`src/rtl/window_sum_nearest_target_assert.svh`:
```
// Assertion macros for the window sum nearest target block.
// Each macro samples on clk and is disabled while arst_n is low.
`ifndef WINDOW_SUM_NEAREST_TARGET_ASSERT_SVH
`define WINDOW_SUM_NEAREST_TARGET_ASSERT_SVH

// Check that cond_a implies cond_b in the same cycle.
`define WSNT_ASSERT_SAME(label, cond_a, cond_b, msg) \
	label: assert property (@(posedge clk) disable iff (!arst_n) \
		(cond_a) |-> (cond_b)) else $error(msg);

// Check that cond_a implies cond_b in the next cycle.
`define WSNT_ASSERT_NEXT(label, cond_a, cond_b, msg) \
	label: assert property (@(posedge clk) disable iff (!arst_n) \
		(cond_a) |=> (cond_b)) else $error(msg);

`endif

```
`src/rtl/wsnt_pkg.sv`:
```
// Shared widths, limits and register indexes for the window sum nearest target block.
// No dependencies.
package wsnt_pkg;

	localparam int SAMPLE_W   = 16;
	localparam int TARGET_W   = 24;
	localparam int WLEN_W     = 7;
	localparam int START_W    = 16;
	localparam int DIST_W     = 24;
	localparam int CFG_DATA_W = 24;
	localparam int REG_IDX_W  = 1;

	localparam int MAX_WINDOW = 64;
	localparam int MAX_STREAM = 65536;

	localparam logic [REG_IDX_W-1:0] REG_WINDOW_LENGTH = 1'b0;
	localparam logic [REG_IDX_W-1:0] REG_TARGET_VALUE  = 1'b1;

	typedef logic signed [SAMPLE_W-1:0] sample_t;

endpackage

```
`src/rtl/window_sum_nearest_target.sv`:
```
// Top level of the window sum nearest target block: delay chain, running sum and scoring.
// Depends on wsnt_pkg, wsnt_cell and window_sum_nearest_target_assert.svh.
//
// Channel  Direction  Handshake          Payload
// cfg      in         wr_en              wr_index, wr_data
// in       in         in_valid/in_stall  sample, last
// out      out        out_valid/out_stall best_start, best_distance, too_short
//
// One sample is taken every cycle unless the input is stalled; the running sum, the
// distance and the best window update form a three-stage path: the sum is registered
// in s1, the distance in s2, and the result in the output register. The input
// stalls only while a finished result still waits at the output and the next last sample has reached the final stage.
// Reset restores window length 1, target 0 and an empty stream; no clearing pass.
module window_sum_nearest_target #(
	parameter int MAX_WINDOW = wsnt_pkg::MAX_WINDOW,
	parameter int MAX_STREAM = wsnt_pkg::MAX_STREAM
) (
	input  logic                                 clk,
	input  logic                                 arst_n,
	input  logic                                 wr_en,
	input  logic [wsnt_pkg::REG_IDX_W-1:0]       wr_index,
	input  logic [wsnt_pkg::CFG_DATA_W-1:0]      wr_data,
	input  logic                                 in_valid,
	output logic                                 in_stall,
	input  logic signed [wsnt_pkg::SAMPLE_W-1:0] sample,
	input  logic                                 last,
	output logic                                 out_valid,
	input  logic                                 out_stall,
	output logic [wsnt_pkg::START_W-1:0]         best_start,
	output logic [wsnt_pkg::DIST_W-1:0]          best_distance,
	output logic                                 too_short
);

	`include "window_sum_nearest_target_assert.svh"

	localparam int WIN_W  = $clog2(MAX_WINDOW + 1);
	localparam int CNT_W  = $clog2(MAX_STREAM + 1);
	localparam int SUM_W  = wsnt_pkg::SAMPLE_W + $clog2(MAX_WINDOW);
	localparam int DIFF_W = ((SUM_W > wsnt_pkg::TARGET_W) ? SUM_W : wsnt_pkg::TARGET_W) + 1;
	localparam int DW     = wsnt_pkg::DIST_W;
	localparam int SW     = wsnt_pkg::START_W;

	// Configuration and stream state
	logic [wsnt_pkg::WLEN_W-1:0]          wl_q;
	logic signed [wsnt_pkg::TARGET_W-1:0] tgt_q;
	logic signed [SUM_W-1:0]              sum_q;
	logic [CNT_W-1:0]                     count_q;
	logic [DW-1:0]                        low_dist_q;
	logic [SW-1:0]                        low_start_q;

	// Pipeline
	logic                    v_s1, last_s1, score_s1, first_s1, short_s1;
	logic [SW-1:0]           start_s1;
	logic signed [SUM_W-1:0] sum_s1;
	logic                    v_s2, last_s2, score_s2, first_s2, short_s2;
	logic [SW-1:0]           start_s2;
	logic signed [DIFF_W-1:0] diff_s2;

	// Output register
	logic          out_valid_q;
	logic [SW-1:0] out_start_q;
	logic [DW-1:0] out_dist_q;
	logic          out_short_q;

	// Combinational
	logic                    adv, accept_in, take_out, processing, full_before, take;
	logic [WIN_W-1:0]        win_len;
	logic [CNT_W-1:0]        count_next, count_after;
	logic signed [SUM_W-1:0] sum_next, sum_after;
	logic [31:0]             start_full;
	logic [DIFF_W-1:0]       mag;
	logic [DW-1:0]           near_dist;
	wsnt_pkg::sample_t       chain [MAX_WINDOW];
	wsnt_pkg::sample_t       old_sample;

	// Hold the pipeline only when a last transaction would overwrite a waiting result
	assign adv       = !(v_s2 && last_s2 && out_valid_q && out_stall);
	assign in_stall  = !adv;
	assign accept_in = in_valid && !in_stall;
	assign take_out  = out_valid_q && !out_stall;

	// Clamp the window length to 1..MAX_WINDOW
	always_comb begin
		if (wl_q == '0) begin
			win_len = WIN_W'(1);
		end else if (int'(wl_q) > MAX_WINDOW) begin
			win_len = WIN_W'(MAX_WINDOW);
		end else begin
			win_len = WIN_W'(wl_q);
		end
	end

	// Delay chain: the last cell holds the sample leaving the window
	for (genvar i = 0; i < MAX_WINDOW; i++) begin : g_cell
		wsnt_cell #(
			.IDX        (i),
			.MAX_WINDOW (MAX_WINDOW),
			.WIN_W      (WIN_W)
		) u_cell (
			.clk      (clk),
			.shift_en (accept_in && processing),
			.win_len  (win_len),
			.sample   (sample),
			.prev     ((i == 0) ? sample : chain[(i == 0) ? 0 : i - 1]),
			.value    (chain[i])
		);
	end

	assign old_sample = chain[MAX_WINDOW-1];

	// Running sum and window bookkeeping for the incoming sample
	always_comb begin
		processing  = int'(count_q) < MAX_STREAM;
		full_before = int'(count_q) >= int'(win_len);
		count_next  = count_q + CNT_W'(1);
		sum_next    = sum_q - (full_before ? SUM_W'(old_sample) : SUM_W'(0)) + SUM_W'(sample);
		count_after = processing ? count_next : count_q;
		sum_after   = processing ? sum_next : sum_q;
		start_full  = 32'(count_after) - 32'(win_len);
	end

	// Distance of the window sum from the target, saturated
	always_comb begin
		mag       = diff_s2[DIFF_W-1] ? DIFF_W'(-diff_s2) : DIFF_W'(diff_s2);
		near_dist = (|mag[DIFF_W-1:DW]) ? {DW{1'b1}} : mag[DW-1:0];
		take      = score_s2 && (first_s2 || (near_dist < low_dist_q));
	end

	// Control state
	always_ff @(posedge clk or negedge arst_n) begin
		if (!arst_n) begin
			wl_q        <= wsnt_pkg::WLEN_W'(1);
			tgt_q       <= '0;
			sum_q       <= '0;
			count_q     <= '0;
			low_dist_q  <= '1;
			low_start_q <= '0;
			v_s1        <= 1'b0;
			v_s2        <= 1'b0;
			out_valid_q <= 1'b0;
		end else begin
			// Advance the running sum; drop the stream on its last sample
			if (accept_in) begin
				if (last) begin
					sum_q   <= '0;
					count_q <= '0;
				end else if (processing) begin
					sum_q   <= sum_next;
					count_q <= count_next;
				end
			end

			if (adv) begin
				v_s1 <= accept_in;
				v_s2 <= v_s1;
			end

			// Track the nearest window; clear it when the stream ends
			if (adv && v_s2) begin
				if (last_s2) begin
					low_dist_q  <= '1;
					low_start_q <= '0;
				end else if (take) begin
					low_dist_q  <= near_dist;
					low_start_q <= start_s2;
				end
			end

			if (adv && v_s2 && last_s2) begin
				out_valid_q <= 1'b1;
			end else if (take_out) begin
				out_valid_q <= 1'b0;
			end

			// Register writes; a new window length also clears the stream
			if (wr_en) begin
				unique case (wr_index)
					wsnt_pkg::REG_WINDOW_LENGTH: begin
						wl_q        <= wr_data[wsnt_pkg::WLEN_W-1:0];
						sum_q       <= '0;
						count_q     <= '0;
						low_dist_q  <= '1;
						low_start_q <= '0;
					end
					wsnt_pkg::REG_TARGET_VALUE: begin
						tgt_q <= wr_data[wsnt_pkg::TARGET_W-1:0];
					end
				endcase
			end
		end
	end

	// Pipeline payload
	always_ff @(posedge clk) begin
		if (adv) begin
			last_s1  <= last;
			score_s1 <= processing && (int'(count_after) >= int'(win_len));
			first_s1 <= (start_full == 32'd0);
			short_s1 <= int'(count_after) < int'(win_len);
			start_s1 <= SW'(start_full);
			sum_s1   <= sum_after;

			last_s2  <= last_s1;
			score_s2 <= score_s1;
			first_s2 <= first_s1;
			short_s2 <= short_s1;
			start_s2 <= start_s1;
			diff_s2  <= DIFF_W'(sum_s1) - DIFF_W'(tgt_q);
		end
	end

	// Load the result when the last transaction leaves the final stage
	always_ff @(posedge clk) begin
		if (adv && v_s2 && last_s2) begin
			if (short_s2) begin
				out_start_q <= '0;
				out_dist_q  <= '0;
				out_short_q <= 1'b1;
			end else begin
				out_start_q <= take ? start_s2 : low_start_q;
				out_dist_q  <= take ? near_dist : low_dist_q;
				out_short_q <= 1'b0;
			end
		end
	end

	assign out_valid     = out_valid_q;
	assign best_start    = out_start_q;
	assign best_distance = out_dist_q;
	assign too_short     = out_short_q;

	`WSNT_ASSERT_SAME(a_stall_cause, in_stall, v_s2 && last_s2 && out_valid_q && out_stall,
		"input stalled without a blocked result")
	`WSNT_ASSERT_NEXT(a_best_cleared, adv && v_s2 && last_s2,
		low_dist_q == {DW{1'b1}} && low_start_q == '0, "best window not cleared after result")
	`WSNT_ASSERT_SAME(a_short_zero, out_valid_q && out_short_q,
		out_start_q == '0 && out_dist_q == '0, "short stream result carries data")
	`WSNT_ASSERT_SAME(a_count_limit, 1'b1, int'(count_q) <= MAX_STREAM,
		"sample count beyond stream limit")

endmodule

```
`src/rtl/wsnt_cell.sv`:
```
// One cell of the sample delay chain: holds one sample and passes it on.
// Depends on wsnt_pkg.
module wsnt_cell #(
	parameter int IDX        = 0,
	parameter int MAX_WINDOW = wsnt_pkg::MAX_WINDOW,
	parameter int WIN_W      = $clog2(MAX_WINDOW + 1)
) (
	input  logic             clk,
	input  logic             shift_en,
	input  logic [WIN_W-1:0] win_len,
	input  wsnt_pkg::sample_t sample,
	input  wsnt_pkg::sample_t prev,
	output wsnt_pkg::sample_t value
);

	wsnt_pkg::sample_t value_q;
	logic              inject;

	// Enter the new sample here when this cell sits window length from the end
	assign inject = (IDX == (MAX_WINDOW - int'(win_len)));

	// Advance one place per transaction
	always_ff @(posedge clk) begin
		if (shift_en) begin
			value_q <= inject ? sample : prev;
		end
	end

	assign value = value_q;

endmodule

```
`config.mk`:
```
export PLATFORM = sky130hd
export DESIGN_NAME = window_sum_nearest_target
export DESIGN_NICKNAME = d
export VERILOG_FILES = /design/src/rtl/wsnt_pkg.sv /design/src/rtl/window_sum_nearest_target.sv /design/src/rtl/wsnt_cell.sv
export VERILOG_INCLUDE_DIRS = /design/src /design/src/rtl
export SDC_FILE = /design/constraint.sdc
export NUM_CORES = 2
export LEC_CHECK = 0
export ABC_AREA = 1
export BUFFER_PORTS_ARGS = -buffer_cell sky130_fd_sc_hd__buf_2
export CORE_UTILIZATION = 57
export CTS_BUF_LIST = sky130_fd_sc_hd__clkbuf_8
export DETAILED_ROUTE_END_ITERATION = 16
export GPL_TIMING_DRIVEN = 1
export PLACE_DENSITY = 0.73
export SLEW_MARGIN = 20
export SYNTH_ARGS = -nofsm -noshare
export SYNTH_HDL_FRONTEND = slang
export SYNTH_SLANG_ARGS = --single-unit
```
`constraint.sdc`:
```
create_clock -name clk -period 58.9 [get_ports clk]
set_input_delay 5.89 -clock clk [delete_from_list [all_inputs] [get_ports clk]]
set_output_delay 5.89 -clock clk [all_outputs]
set_load 0.1 [all_outputs]
```
==> results.txt <==
The run finished with clean final reports. The number of instances in the synthesized netlist came out at 5267. After detailed routing, the number of vias per cell comes to 5.670. The die covers 99950 sq um.

The area of the mapped netlist came out at 56260 sq um. The number of buffers and inverters on the critical path is 2. The sink count of the clock tree came out at 1265. The flop-to-flop setup slack came out at 52.56 ns. The maximum fanout along the worst path came out at 3.

The tree is rooted in a clkbuf_8. During I/O placement, the number of pins put on the boundary was 90. The die extent in y is 316.2 microns. The final count of negative-setup-slack endpoints is 0. The achievable clock frequency came out at 78.12 MHz. After global routing the overflow that remains totals 0. The number of antenna violations at the first check in global routing is 2. The largest clock skew in the final design came out at 0.04911 ns.

The via count of the first global-routing pass is 36.61k. The worst-margin pin slew came out at 1.102 ns. The share of synthesized flip-flops with an asynchronous set or reset came out at 0.08933. After synthesis, the netlist uses 51 different library cells. By area the synthesized netlist is led by edfxtp_1, nand2_1, a21oi_1. Counting buffers and inverters, the worst setup path is 4 cells deep. In this design, the stage delay of the slowest critical-path cell is 0.52 ns. The global routing stage identified its most utilized layer as met2. The signal on the critical path passes through buf_2 > nand2_1 > nor3_1 > buf_2. The count of buffers inserted at the top-level ports came out at 89. By instance count, the cell type seen most on the critical path is buf_2. The share of the Yosys chip area taken by registers is 0.6658. The sum of routed wire length over all layers came out at 126.0 mm. Setup repair after global routing left no endpoint under its margin. TritonCTS built the clock tree.

The end-of-flow core utilization is 0.6285. When the netlist entered floorplanning its net count stood at 5423. The detailed-routing iteration count for the pre-antenna-repair pass came out at 6.

In this run, synthesis inferred 1152 flip-flops with an integrated enable. The total negative slack is 0 ns. The tightest min-delay check is of the reg2reg type. The reg-to-reg critical path startpoint is wl_q[1].

The end of the critical path is in_stall. The launch point of the worst path is out_stall. The share of cells above drive strength 1 came out at 0.09453. Grouping stages by cell kind, the critical path spends the most delay in buffers and inverters. The depth of the most critical reg-to-reg path came out at 29. For this design, the CTS-stage hold fixing added 0 buffers. For this run, the number of Yosys warnings is 0. The total power divided by cell area is 39.90 nW/um^2.

The final period demand of the worst path is 12.80 ns. The slowest stage of the critical path is the buf_2 cell. Among all flip-flop cells after synthesis, the most frequent one is edfxtp_1.

The number of remaining DRC errors came out at 0. The worst slew margin relative to its limit came out at 0.2653. The global-route wire length before repair came out at 199.1 mm. The number of hold-slack violations in the final timing report came to 0. The global routing met1 resource utilization is 0.3473.

The floorplan row count is 114. The critical path launch point type is an input pin. The endpoint required time on the critical path is 53.01 ns. After synthesis, the mean cell area works out to 10.68 sq um. The end of the worst register-to-register path is sum_q[11]. The total CTS buffers is 197.

The total number of vias is 38.01k. The total core area came out at 97280 sq um. The data arrival time of the worst path is 6.91 ns.

The global routing met3 resource utilization is 0.03983. From synthesis to final layout, the design area changed by 8.685%. Of the available clock period, the critical path in the final layout requires 0.2173. The post-CTS repair timing setup buffer count came out at 0. The global router's overall resource usage is 0.2555. For this run, the post-layout net count is 5416. In this run the static leakage power is 24.86 nW.

In this run the cell area measured after placement is 57280 sq um. STA classifies the critical path endpoint as an output pin. The post-DP HPWL came out at 73.91 mm. The worst-skew pair later-pin latency is 0.91 ns. After routing the design area is 61140 sq um.

Dividing the detail-routed wire length by the instance count gives 18.80 microns. The count of final max-slew check failures is 0. IR analysis of the VDD net gives a maximum drop of 0.03137 mV. The clock slew seen by the registers of the worst setup and hold paths came out at 0.06 ns.

The fraction of post-synthesis cell area in the top cell type by area came out at 0.6149. The library cell with the largest summed area after synthesis is edfxtp_1. The total of flip-flops plus latches after synthesis is 1265. The CTS H-tree depth is 4.

The initial core utilization came out at 0.5783. The maximum buffer depth of the clock tree came out at 3. The chip width came out at 316.2 microns. The number of maximum-capacitance constraint violations came out at 0. The weighted congestion at the end of routability-driven global placement came out at 0.9007. The largest net degree at the start of global routing came out at 218. The detail route stage leaves a number of antenna-violating nets equal to 0. The worst setup path is of the in2out kind. Post-CTS repair changed the size of 0 cells. The count of routing violations after the opening detailed-route iteration came out at 3658. The global-route track usage on met2 came out at 0.4189.
## cell type report
| type | count | area, sq um |
|---|---|---|
| flip-flops and latches | 1265 | 37450 |
| clock inverters | 156 | 903.4 |
| diodes | 1 | 2.502 |
| well taps | 1276 | 1597 |
| repair buffers | 135 | 854.6 |
| fillers | 7669 | 36140 |
| multi-input cells | 3307 | 16110 |
| inverters | 354 | 1331 |
| clock buffers | 210 | 2890 |
## worst min-delay path by stage
stage,depth (start not counted),end,start
after floorplan,0,first_s2,first_s1
after global placement,0,score_s2,score_s1
after detailed placement,0,start_s2[10],start_s1[10]
after CTS,0,start_s2[10],start_s1[10]
after global routing,0,start_s2[2],start_s1[2]
final,0,start_s2[10],start_s1[10]
## synth_stat cells, types with 21 or more instances
cell	n
clkbuf_1	216
nor2_4	21
nand3_1	105
o21ai_0	450
edfxtp_1	1152
xnor2_1	21
nand2_1	1035
ha_1	86
nor2_1	584
a21oi_1	547
xor2_1	30
o21ai_1	287
buf_2	110
dfrtp_1	88
dfstp_2	25
inv_1	323
fa_1	23
## where the power goes
part / internal (W) / total, W / switching [W] / leakage (nW)
clock: 0.000360 / 0.000716 / 0.000356 / 2.17
combinational: 0.000175 / 0.000542 / 0.000367 / 10.0
sequential: 0.00113 / 0.00118 / 0.0000477 / 12.7
## per-stage QoR
| step | hold slack, ns | power [W] | worst slack, ns | cells |
|---|---|---|---|---|
| global placement | 0.4014 | 0.001722 | 46.16 | 6336 |
| floorplan | 0.4003 | 0.001661 | 5.196 | 5267 |
| finish | 0.4186 | 0.002439 | 46.10 | 6704 |
| detailed placement | 0.4045 | 0.001736 | 46.12 | 6336 |
| CTS | 0.4192 | 0.002450 | 46.12 | 6702 |
| global route | 0.4226 | 0.002574 | 46.05 | 6704 |
## kinds of logic after synthesis
group / share of synthesized area
flops: 0.6658
buf+inv: 0.04929
simple gates: 0.1295
xor+xnor: 0.007940
compound gates: 0.1202
fa+ha+maj: 0.02731
## routing by layer
layer,vias up,routed length (microns)
met2,1182,60910
met5,-,13
met3,227,7151
met4,2,3544
met1,18430,54410
li1,18170,-
## worst reg2reg max path: cells and delay by family, from the launching register on
family | cells | cell delay, ns
buffers and inverters | 5 | 0.85
DFF | 1 | 0.47
and+or+nand+nor | 11 | 1.79
adders and majority gates | 3 | 1.20
AOI/OAI and AO/OA | 10 | 1.94
## cell usage in the layout (no fill, tap or decap), drive strengths merged, types with 10 or more instances in the layout
master / synthesis / final
a22oi: 11 / 11
clkbuf: 216 / 210
nand3: 106 / 106
or2: 10 / 10
clkinv: 17 / 79
o21ai: 738 / 738
dfrtp: 88 / 88
nand4: 19 / 19
xor2: 30 / 30
nor2: 611 / 611
fa: 23 / 23
edfxtp: 1152 / 1152
buf: 125 / 135
a21oi: 547 / 547
nand2: 1038 / 1038
ha: 86 / 86
inv: 337 / 422
xnor2: 21 / 21
dfstp: 25 / 25
nor3: 17 / 17
## registers in the layout (all words and copies together) (netlist names), 7 cells and up
name / cells
best_distance: 24
best_start: 16
count_q: 17
diff_s2: 25
g_cell.u_cell.value: 1024
low_dist_q: 24
low_start_q: 16
start_s1: 16
start_s2: 16
sum_q: 22
sum_s1: 22
tgt_q: 24
wl_q: 7
No activity file was read; power rests on OpenSTA's default activity.
